## src/hw/rtl/clbs_pkg.sv

```systemverilog
// Shared types, constants and init tables for the character LCD bus sequencer.
package clbs_pkg;

    localparam int unsigned LINE_COLUMNS_DEF = 40;

    localparam int unsigned S_TDATA_W = 48;
    localparam int unsigned S_TUSER_W = 3;
    localparam int unsigned M_TDATA_W = 40;
    localparam int unsigned M_TUSER_W = 1;

    localparam int unsigned BIN_W  = 32;
    localparam int unsigned DIGITS = 10;
    localparam int unsigned BCD_W  = 4 * DIGITS;
    localparam int unsigned DIG_W  = $clog2(DIGITS);
    localparam int unsigned COL_W  = 6;

    localparam logic [16:0] WAIT_POWERUP = 17'd70000;
    localparam logic [10:0] WAIT_LONG    = 11'd2000;
    localparam logic [10:0] WAIT_SHORT   = 11'd100;

    localparam logic [7:0] LINE0_BASE = 8'h80;
    localparam logic [7:0] LINE1_BASE = 8'hC0;
    localparam logic [7:0] CHAR_MINUS = 8'h2D;
    localparam logic [7:0] CHAR_ZERO  = 8'h30;

    localparam logic [2:0] INIT_LAST_8 = 3'd4;
    localparam logic [2:0] INIT_LAST_4 = 3'd6;

    typedef enum logic [2:0] {
        OP_INIT    = 3'd0,
        OP_COMMAND = 3'd1,
        OP_CHAR    = 3'd2,
        OP_NUMBER  = 3'd3,
        OP_GOTO    = 3'd4
    } t_op;

    typedef enum logic {
        BUS_8BIT = 1'b0,
        BUS_4BIT = 1'b1
    } t_bus_mode;

    typedef enum logic [2:0] {
        ST_IDLE,
        ST_INIT,
        ST_SINGLE,
        ST_CONV,
        ST_SIGN,
        ST_DIGIT
    } t_state;

    // One bus word: a byte request into the strobe stage, or one strobe out of it.
    typedef struct packed {
        logic        rs;
        logic [7:0]  data;
        logic [16:0] wait_before;
        logic [10:0] wait_after;
        logic        last;
    } t_strobe;

    function automatic logic [7:0] init_cmd(input t_bus_mode mode, input logic [2:0] idx);
        logic [7:0] cmd;
        if (mode == BUS_8BIT) begin
            case (idx)
                3'd0:    cmd = 8'h38;
                3'd1:    cmd = 8'h0C;
                3'd2:    cmd = 8'h02;
                3'd3:    cmd = 8'h06;
                default: cmd = 8'h01;
            endcase
        end else begin
            case (idx)
                3'd0:    cmd = 8'h33;
                3'd1:    cmd = 8'h32;
                3'd2:    cmd = 8'h28;
                3'd3:    cmd = 8'h0C;
                3'd4:    cmd = 8'h02;
                3'd5:    cmd = 8'h06;
                default: cmd = 8'h01;
            endcase
        end
        return cmd;
    endfunction

    // Display-on gets the short settle, everything else the long one.
    function automatic logic [10:0] init_wait(input t_bus_mode mode, input logic [2:0] idx);
        logic short_one;
        short_one = (mode == BUS_8BIT) ? (idx == 3'd1) : (idx == 3'd3);
        return short_one ? WAIT_SHORT : WAIT_LONG;
    endfunction

endpackage

```

## src/hw/rtl/char_lcd_bus_sequencer.sv

```systemverilog
// Top level of the character LCD bus sequencer: request decode and byte sequencing.
//
// - Slave channel s_axis_*: one request word per handshake. tuser carries the
//   operation (init, command, character, number, goto); tdata carries the byte,
//   the signed number, the row and the column.
// - Master channel m_axis_*: one word per enable strobe. tuser is the register
//   select, tlast marks the final strobe of a request, tdata carries D7..D0 and
//   the settle times before and after the strobe.
// - Config: i_cfg_we writes i_cfg_wdata into the bus mode (0 = 8-bit, 1 = 4-bit).
//   Write it only while no request is in flight.
// - One request is in flight at a time; s_axis_tready is low from acceptance
//   until the last byte of the request has moved into the strobe stage.
// - Timing: command, character and goto pass through the sequencer state register
//   and the output register before their strobe; init puts out one strobe per cycle
//   while m_axis_tready is high. Number loads a 32-step double-dabble converter, then
//   walks the ten digit places (leading zeros skipped), after a sign if negative.
// - Stalls: the output register holds its word while m_axis_tready is low; the
//   sequencer waits behind it, so no word is lost or repeated.
// - Reset (i_rst_n low, synchronous): sequencer idle, output empty, bus mode
//   back to 4-bit.
module char_lcd_bus_sequencer #(
    parameter int unsigned LINE_COLUMNS = clbs_pkg::LINE_COLUMNS_DEF
) (
    input  logic                              i_clk,
    input  logic                              i_rst_n,
    input  logic                              i_cfg_we,
    input  logic                              i_cfg_wdata,
    input  logic                              s_axis_tvalid,
    output logic                              s_axis_tready,
    // [7:0] byte_value, [39:8] number_value, [40] row, [46:41] column, [47] zero
    input  logic [clbs_pkg::S_TDATA_W-1:0]    s_axis_tdata,
    // [2:0] operation
    input  logic [clbs_pkg::S_TUSER_W-1:0]    s_axis_tuser,
    output logic                              m_axis_tvalid,
    input  logic                              m_axis_tready,
    // [7:0] bus_data, [24:8] wait_before_ticks, [35:25] wait_after_ticks, [39:36] zero
    output logic [clbs_pkg::M_TDATA_W-1:0]    m_axis_tdata,
    // [0] register_select
    output logic [clbs_pkg::M_TUSER_W-1:0]    m_axis_tuser,
    output logic                              m_axis_tlast
);
    import clbs_pkg::*;

    localparam logic [COL_W-1:0] COL_MAX = COL_W'(LINE_COLUMNS - 1);

    // request fields
    logic [2:0]       in_op;
    logic [7:0]       in_byte;
    logic [BIN_W-1:0] in_num;
    logic             in_row;
    logic [COL_W-1:0] in_col;
    logic [COL_W-1:0] col_sat;
    logic [BIN_W-1:0] in_mag;
    logic             in_acc;

    // sequencer state
    t_state           r_state, n_state;
    t_bus_mode        r_mode;
    logic [2:0]       r_idx, n_idx;
    logic [DIG_W-1:0] r_dig, n_dig;
    logic             r_started, n_started;
    logic             r_neg, n_neg;
    t_strobe          r_single, n_single;

    // links to the converter and strobe stage
    logic             bcd_start;
    logic             bcd_done;
    logic [BCD_W-1:0] bcd;
    logic [3:0]       cur_dig;
    logic             req_valid;
    logic             req_ready;
    t_strobe          req;
    logic             out_valid;
    t_strobe          out_strobe;

    assign in_op   = s_axis_tuser[2:0];
    assign in_byte = s_axis_tdata[7:0];
    assign in_num  = s_axis_tdata[39:8];
    assign in_row  = s_axis_tdata[40];
    assign in_col  = s_axis_tdata[46:41];

    assign s_axis_tready = (r_state == ST_IDLE);
    assign in_acc        = s_axis_tvalid && s_axis_tready;

    // columns past the line end stick at the last column
    assign col_sat = (in_col > COL_MAX) ? COL_MAX : in_col;
    // two's complement magnitude; the most negative value maps to 2^31 unsigned
    assign in_mag  = in_num[BIN_W-1] ? (BIN_W'(0) - in_num) : in_num;

    assign bcd_start = in_acc && (in_op == OP_NUMBER);
    assign cur_dig   = bcd[{r_dig, 2'b00} +: 4];

    always_comb begin
        n_state   = r_state;
        n_idx     = r_idx;
        n_dig     = r_dig;
        n_started = r_started;
        n_neg     = r_neg;
        n_single  = r_single;
        req_valid = 1'b0;
        req       = '0;

        case (r_state)
            ST_IDLE: begin
                if (in_acc) begin
                    n_single.wait_before = '0;
                    n_single.wait_after  = '0;
                    n_single.last        = 1'b1;
                    n_single.data        = in_byte;
                    n_single.rs          = 1'b0;
                    n_idx                = '0;
                    n_neg                = in_num[BIN_W-1];
                    case (in_op)
                        OP_INIT:    n_state = ST_INIT;
                        OP_COMMAND: n_state = ST_SINGLE;
                        OP_CHAR: begin
                            n_single.rs = 1'b1;
                            n_state     = ST_SINGLE;
                        end
                        OP_NUMBER:  n_state = ST_CONV;
                        OP_GOTO: begin
                            n_single.data = (in_row ? LINE1_BASE : LINE0_BASE)
                                          + {2'b00, col_sat};
                            n_state       = ST_SINGLE;
                        end
                        default:    n_state = ST_IDLE;   // unknown op: dropped
                    endcase
                end
            end

            ST_INIT: begin
                req_valid       = 1'b1;
                req.rs          = 1'b0;
                req.data        = init_cmd(r_mode, r_idx);
                req.wait_before = (r_idx == 3'd0) ? WAIT_POWERUP : 17'd0;
                req.wait_after  = init_wait(r_mode, r_idx);
                req.last        = (r_mode == BUS_8BIT) ? (r_idx == INIT_LAST_8)
                                                       : (r_idx == INIT_LAST_4);
                if (req_ready) begin
                    n_idx = r_idx + 3'd1;
                    if (req.last) begin
                        n_state = ST_IDLE;
                    end
                end
            end

            ST_SINGLE: begin
                req_valid = 1'b1;
                req       = r_single;
                if (req_ready) begin
                    n_state = ST_IDLE;
                end
            end

            ST_CONV: begin
                n_dig     = DIG_W'(DIGITS - 1);
                n_started = 1'b0;
                if (bcd_done) begin
                    n_state = r_neg ? ST_SIGN : ST_DIGIT;
                end
            end

            ST_SIGN: begin
                req_valid = 1'b1;
                req.rs    = 1'b1;
                req.data  = CHAR_MINUS;
                if (req_ready) begin
                    n_state = ST_DIGIT;
                end
            end

            ST_DIGIT: begin
                // leading zeros are skipped, the units digit always prints
                if (cur_dig == 4'd0 && !r_started && r_dig != '0) begin
                    n_dig = r_dig - 1'b1;
                end else begin
                    req_valid = 1'b1;
                    req.rs    = 1'b1;
                    req.data  = CHAR_ZERO + {4'h0, cur_dig};
                    req.last  = (r_dig == '0);
                    if (req_ready) begin
                        n_started = 1'b1;
                        if (r_dig == '0) begin
                            n_state = ST_IDLE;
                        end else begin
                            n_dig = r_dig - 1'b1;
                        end
                    end
                end
            end

            default: n_state = ST_IDLE;
        endcase
    end

    always_ff @(posedge i_clk) begin
        if (!i_rst_n) begin
            r_state <= ST_IDLE;
            r_mode  <= BUS_4BIT;
        end else begin
            r_state <= n_state;
            if (i_cfg_we) begin
                r_mode <= t_bus_mode'(i_cfg_wdata);
            end
        end
    end

    always_ff @(posedge i_clk) begin
        r_idx     <= n_idx;
        r_dig     <= n_dig;
        r_started <= n_started;
        r_neg     <= n_neg;
        r_single  <= n_single;
    end

    clbs_bcd u_bcd (
        .i_clk   (i_clk),
        .i_rst_n (i_rst_n),
        .i_start (bcd_start),
        .i_bin   (in_mag),
        .o_done  (bcd_done),
        .o_bcd   (bcd)
    );

    clbs_strobe u_strobe (
        .i_clk       (i_clk),
        .i_rst_n     (i_rst_n),
        .i_mode      (r_mode),
        .i_req_valid (req_valid),
        .i_req       (req),
        .o_req_ready (req_ready),
        .o_valid     (out_valid),
        .o_strobe    (out_strobe),
        .i_ready     (m_axis_tready)
    );

    assign m_axis_tvalid = out_valid;
    assign m_axis_tdata  = {4'h0, out_strobe.wait_after, out_strobe.wait_before,
                            out_strobe.data};
    assign m_axis_tuser  = out_strobe.rs;
    assign m_axis_tlast  = out_strobe.last;

endmodule

```

## src/hw/rtl/clbs_bcd.sv

```systemverilog
// Iterative binary to BCD converter: one shift-and-adjust step per cycle.
module clbs_bcd (
    input  logic                          i_clk,
    input  logic                          i_rst_n,
    input  logic                          i_start,
    input  logic [clbs_pkg::BIN_W-1:0]    i_bin,
    output logic                          o_done,
    output logic [clbs_pkg::BCD_W-1:0]    o_bcd
);
    import clbs_pkg::*;

    localparam int unsigned CNT_W = $clog2(BIN_W);

    logic [BIN_W-1:0] r_bin, n_bin;
    logic [BCD_W-1:0] r_bcd, n_bcd;
    logic [BCD_W-1:0] adj;
    logic [CNT_W-1:0] r_cnt, n_cnt;
    logic             r_busy, n_busy;
    logic             r_done, n_done;
    logic             cnt_end;

    // add 3 to every digit of 5 or more before the shift
    always_comb begin
        for (int d = 0; d < DIGITS; d++) begin
            adj[4*d +: 4] = (r_bcd[4*d +: 4] >= 4'd5) ? r_bcd[4*d +: 4] + 4'd3
                                                      : r_bcd[4*d +: 4];
        end
    end

    assign cnt_end = (r_cnt == CNT_W'(BIN_W - 1));

    always_comb begin
        n_bin  = r_bin;
        n_bcd  = r_bcd;
        n_cnt  = r_cnt;
        n_busy = r_busy;
        n_done = 1'b0;
        if (i_start) begin
            n_bin  = i_bin;
            n_bcd  = '0;
            n_cnt  = '0;
            n_busy = 1'b1;
        end else if (r_busy) begin
            n_bcd = {adj[BCD_W-2:0], r_bin[BIN_W-1]};
            n_bin = {r_bin[BIN_W-2:0], 1'b0};
            n_cnt = r_cnt + 1'b1;
            if (cnt_end) begin
                n_busy = 1'b0;
                n_done = 1'b1;
            end
        end
    end

    always_ff @(posedge i_clk) begin
        if (!i_rst_n) begin
            r_busy <= 1'b0;
            r_done <= 1'b0;
            r_cnt  <= '0;
        end else begin
            r_busy <= n_busy;
            r_done <= n_done;
            r_cnt  <= n_cnt;
        end
    end

    always_ff @(posedge i_clk) begin
        r_bin <= n_bin;
        r_bcd <= n_bcd;
    end

    assign o_done = r_done;
    assign o_bcd  = r_bcd;

endmodule

```

## src/hw/rtl/clbs_strobe.sv

```systemverilog
// Strobe stage: splits bytes into nibbles in 4-bit mode, holds the output word.
module clbs_strobe (
    input  logic                   i_clk,
    input  logic                   i_rst_n,
    input  clbs_pkg::t_bus_mode    i_mode,
    input  logic                   i_req_valid,
    input  clbs_pkg::t_strobe      i_req,
    output logic                   o_req_ready,
    output logic                   o_valid,
    output clbs_pkg::t_strobe      o_strobe,
    input  logic                   i_ready
);
    import clbs_pkg::*;

    logic    r_valid, n_valid;
    logic    r_pend, n_pend;
    t_strobe r_out, n_out;
    t_strobe r_lo, n_lo;
    logic    out_free;

    assign out_free    = !r_valid || i_ready;
    assign o_req_ready = out_free && !r_pend;

    always_comb begin
        n_valid = r_valid;
        n_pend  = r_pend;
        n_out   = r_out;
        n_lo    = r_lo;
        if (out_free) begin
            n_valid = 1'b0;
            if (r_pend) begin
                n_out   = r_lo;
                n_valid = 1'b1;
                n_pend  = 1'b0;
            end else if (i_req_valid) begin
                n_valid = 1'b1;
                if (i_mode == BUS_8BIT) begin
                    n_out = i_req;
                end else begin
                    // high nibble now, low nibble held for the next word
                    n_out.rs          = i_req.rs;
                    n_out.data        = {i_req.data[7:4], 4'h0};
                    n_out.wait_before = i_req.wait_before;
                    n_out.wait_after  = '0;
                    n_out.last        = 1'b0;
                    n_lo.rs           = i_req.rs;
                    n_lo.data         = {i_req.data[3:0], 4'h0};
                    n_lo.wait_before  = '0;
                    n_lo.wait_after   = i_req.wait_after;
                    n_lo.last         = i_req.last;
                    n_pend            = 1'b1;
                end
            end
        end
    end

    always_ff @(posedge i_clk) begin
        if (!i_rst_n) begin
            r_valid <= 1'b0;
            r_pend  <= 1'b0;
        end else begin
            r_valid <= n_valid;
            r_pend  <= n_pend;
        end
    end

    always_ff @(posedge i_clk) begin
        r_out <= n_out;
        r_lo  <= n_lo;
    end

    assign o_valid  = r_valid;
    assign o_strobe = r_out;

endmodule

```

## config.mk

```make
export PLATFORM = sky130hd
export DESIGN_NAME = char_lcd_bus_sequencer
export DESIGN_NICKNAME = d
export VERILOG_FILES = /design/src/hw/rtl/clbs_pkg.sv /design/src/hw/rtl/char_lcd_bus_sequencer.sv /design/src/hw/rtl/clbs_bcd.sv /design/src/hw/rtl/clbs_strobe.sv
export SDC_FILE = /design/constraint.sdc
export NUM_CORES = 1
export LEC_CHECK = 0
export BUFFER_PORTS_ARGS = -buffer_cell sky130_fd_sc_hd__buf_4
export CAP_MARGIN = 40
export CORE_MARGIN = 5
export CORE_UTILIZATION = 45
export CTS_CLUSTER_SIZE = 10
export DETAILED_ROUTE_END_ITERATION = 16
export GPL_TIMING_DRIVEN = 0
export PLACE_DENSITY = 0.67
export SETUP_SLACK_MARGIN = 0.5
export SYNTH_ARGS = -nofsm -noshare
export SYNTH_HDL_FRONTEND = slang
export SYNTH_SLANG_ARGS = --single-unit
```

## constraint.sdc

```tcl
create_clock -name i_clk -period 2.58 [get_ports i_clk]
set_input_delay 0.387 -clock i_clk [delete_from_list [all_inputs] [get_ports i_clk]]
set_output_delay 0.387 -clock i_clk [all_outputs]
set_load 0.02 [all_outputs]
```

==> flow_summary.json <==
{
  "synthTopCellsByArea": "edfxtp_1 (29%), dfxtp_1 (14%), o21ai_0 (5.4%)",
  "synth-warning-count": 0,
  "grt_max_degree": 17,
  "cts_tree": "built",
  "clk_transition_reported_paths_ns": 0.06,
  "setup-violations-final": 0,
  "fin_util_pct": 59.1,
  "cts_buffer_depth": 2,
  "post-route-period-util_pct": 97.8,
  "final_area_sq_um": 9700,
  "ir_worst_vdd_mv": 0.515,
  "die_h_um": 139,
  "whs_ns": 0.186,
  "areaGrowthSynthToFinish_pct": 30.1,
  "critical_path_buf_inv_count": 2,
  "cap_viol_max_count": 0,
  "fin_crit_ns": 2.52,
  "crit_required_ns": 2.76,
  "grt_pass1_vias": 5809,
  "antenna_found_initial": 0,
  "worst_pin_slew_ns": 0.775,
  "routed_via_density": 5.23,
  "cp_max_fo": 14,
  "hpwl_um": 12700,
  "worstPathCellList": "buf_6 > mux4_2 > mux2_4 > a221oi_4 > nand4b_4 > o21ai_4 > a21oi_4 > buf_12",
  "layout.cells.non_filler": 1202,
  "htreeDepth": 4,
  "critPathLaunchType": "register",
  "drtAntennaViolNets": 0,
  "clock_skew_ns": 0.00607,
  "grt_pass1_wl_um": 29100,
  "critPathCaptureType": "register",
  "drc": 0,
  "track_usage_pct": 18.4,
  "num_antenna_cells": 0,
  "ys.flop_type": "edfxtp_1",
  "post_drt_wl_per_cell_um": 15.2,
  "grt_overflow_total": 0,
  "gp_congestion": 0.882,
  "start_util_pct": 45.5,
  "syn_avg_cell_area_sq_um": 9.17,
  "post-synth-top-count-cell": "nand2_1",
  "drv_slew": 0,
  "p_leak_nw": 3.91,
  "final_nets": 1055,
  "hold_buffers": 0,
  "synthCells": 813,
  "fin_ws_ns": 0.0565,
  "yosys.area.top_type": "edfxtp_1",
  "first_pass_iters": 5,
  "syn-cell-area_sq_um": 7460,
  "die_area_sq_um": 19200,
  "cts_root_buf": "clkbuf_16",
  "vias": 6292,
  "rsz0062_at_grt": "true",
  "post-place-ws_ns": -0.112,
  "cp.arrival_ns": 2.70,
  "cts_buffers": 17,
  "path_class": "reg2reg",
  "synth-seq-cells": 126,
  "relSlewSlack_pct": 48.3,
  "slowest_stage": "mux4_2",
  "drive_above_1_share_pct": 25.6,
  "clk_latency_ns": 0.42,
  "design.core.area_sq_um": 16400,
  "crit_family": "multiplexers",
  "cts_sinks": 126,
  "yosys.area.top_type_share_pct": 29.4,
  "final_hold_viol_count": 0,
  "synth_common_cells": "nand2_1 (102), o21ai_0 (80), nor2_1 (78)",
  "dpl_cell_area_sq_um": 8550,
  "rows": 47,
  "synth-edff-count": 73,
  "fp.dieW_um": 139,
  "drt-total-wl_um": 18300,
  "placed_cells": 1131,
  "drt_iter0_markers": 336,
  "ios": 101,
  "min_path_type": "in2reg",
  "async_flop_share_pct": 0,
  "portBuffers": 80,
  "ys_seq_area_share_pct": 43.6,
  "powerDensity_nw_per_um2": 805,
  "fmax_mhz": 396,
  "synth_cell_types": 66,
  "max_stage_delay_ns": 0.50,
  "status": "completed"
}
metal layers:
metal | vias to the layer above | global-route usage [%] | wire length, um | share of wire, %
met5 | - | 0 | 0 | 0
met4 | 0 | 6.02 | 242 | 1.3
met3 | 22 | 4.38 | 1060 | 5.8
met2 | 177 | 29.4 | 8690 | 48
met1 | 2951 | 24.7 | 8290 | 45
li1 | 3142 | - | - | -
flip-flops by register name, summed over array words and instances, names as in the netlist:
| signal | cells |
|---|---|
| u_bcd.o_done | 1 |
| r_neg | 1 |
| u_bcd.r_bin | 32 |
| u_bcd.r_busy | 1 |
| u_bcd.r_cnt | 5 |
| r_mode | 1 |
| r_started | 1 |
| u_strobe.o_valid | 1 |
| u_bcd.o_bcd | 40 |
| r_state | 3 |
| r_dig | 4 |
| u_strobe.r_pend | 1 |
| r_idx | 3 |
| u_strobe.r_lo | 9 |
| r_single | 9 |
| u_strobe.o_strobe | 14 |
layout make-up:
class	instances	area [sq um]
clock inverter	13	124
tap	220	275
clock buffer	19	433
sequential	126	3250
multi-input combinational	600	4100
fill	1407	6710
buffer	66	397
timing repair buffer	119	971
inverter	39	153
cell families (layout without fill, tap and decap cells):
logic type | after synthesis | count (layout) | share of synthesized area, %
flops | 126 | 126 | 43.6
mux | 33 | 33 | 5.15
simple gates | 269 | 270 | 17.4
buf+inv | 105 | 256 | 6.84
xor+xnor | 48 | 48 | 5.64
fa+ha+maj | 29 | 29 | 4.86
other cells | 1 | 18 | 0.0503
compound gates | 202 | 202 | 16.5
worst paths after layout:
path	to	slack (ns)	cells after the start	from
worst max-delay path	u_strobe.o_strobe[29]	0.06	8	r_dig[0]
worst min-delay path	r_mode	0.19	3	i_cfg_wdata
worst max register to register	u_strobe.o_strobe[29]	0.06	8	r_dig[0]
worst min register to register	u_bcd.o_bcd[39]	0.49	2	u_bcd.o_bcd[39]
placed cells by master, fill, tap and decap left out, drive strengths merged, types with 6 or more instances in the layout:
| cell type | n |
|---|---|
| nor3b | 7 |
| a211oi | 9 |
| a21oi | 53 |
| xnor2 | 16 |
| o22ai | 8 |
| nor2 | 78 |
| clkbuf | 48 |
| nand3 | 18 |
| o31ai | 9 |
| inv | 35 |
| o41ai | 6 |
| clkinvlp | 6 |
| o21ai | 89 |
| mux2i | 26 |
| nor2b | 9 |
| nor3 | 7 |
| nand2 | 103 |
| clkinv | 9 |
| dfxtp | 53 |
| edfxtp | 73 |
| xor2 | 32 |
| buf | 156 |
| nand2b | 12 |
| conb | 18 |
| and2 | 10 |
| ha | 29 |
through the flow:
| step | TNS [ns] | total power (W) |
|---|---|---|
| 2_1_floorplan | 0 | 0.00463 |
| 3_3_place_gp | -2.46 | 0.00528 |
| 3_5_place_dp | -2.54 | 0.00533 |
| 4_1_cts | 0 | 0.00777 |
| 5_1_grt | -0.00245 | 0.00831 |
| 6_report | 0 | 0.00781 |
where the power goes:
| group | internal, W | switching [W] |
|---|---|---|
| clock network | 0.00140 | 0.000886 |
| registers | 0.00259 | 0.000428 |
| logic | 0.00116 | 0.00135 |
worst min-delay path, stage by stage:
cell and delay, ns:
buf_4 0.07, mux2i_1 0.06, nand2_1 0.05
timing repair:
action / in CTS / in global routing
gates resized for setup: 30 / 42
setup endpoints to repair: 148 / 101
cloned: 1 / 0
buffers inserted: 25 / 12
pin swaps: 14 / 17
(Power assumes the default switching activity.)
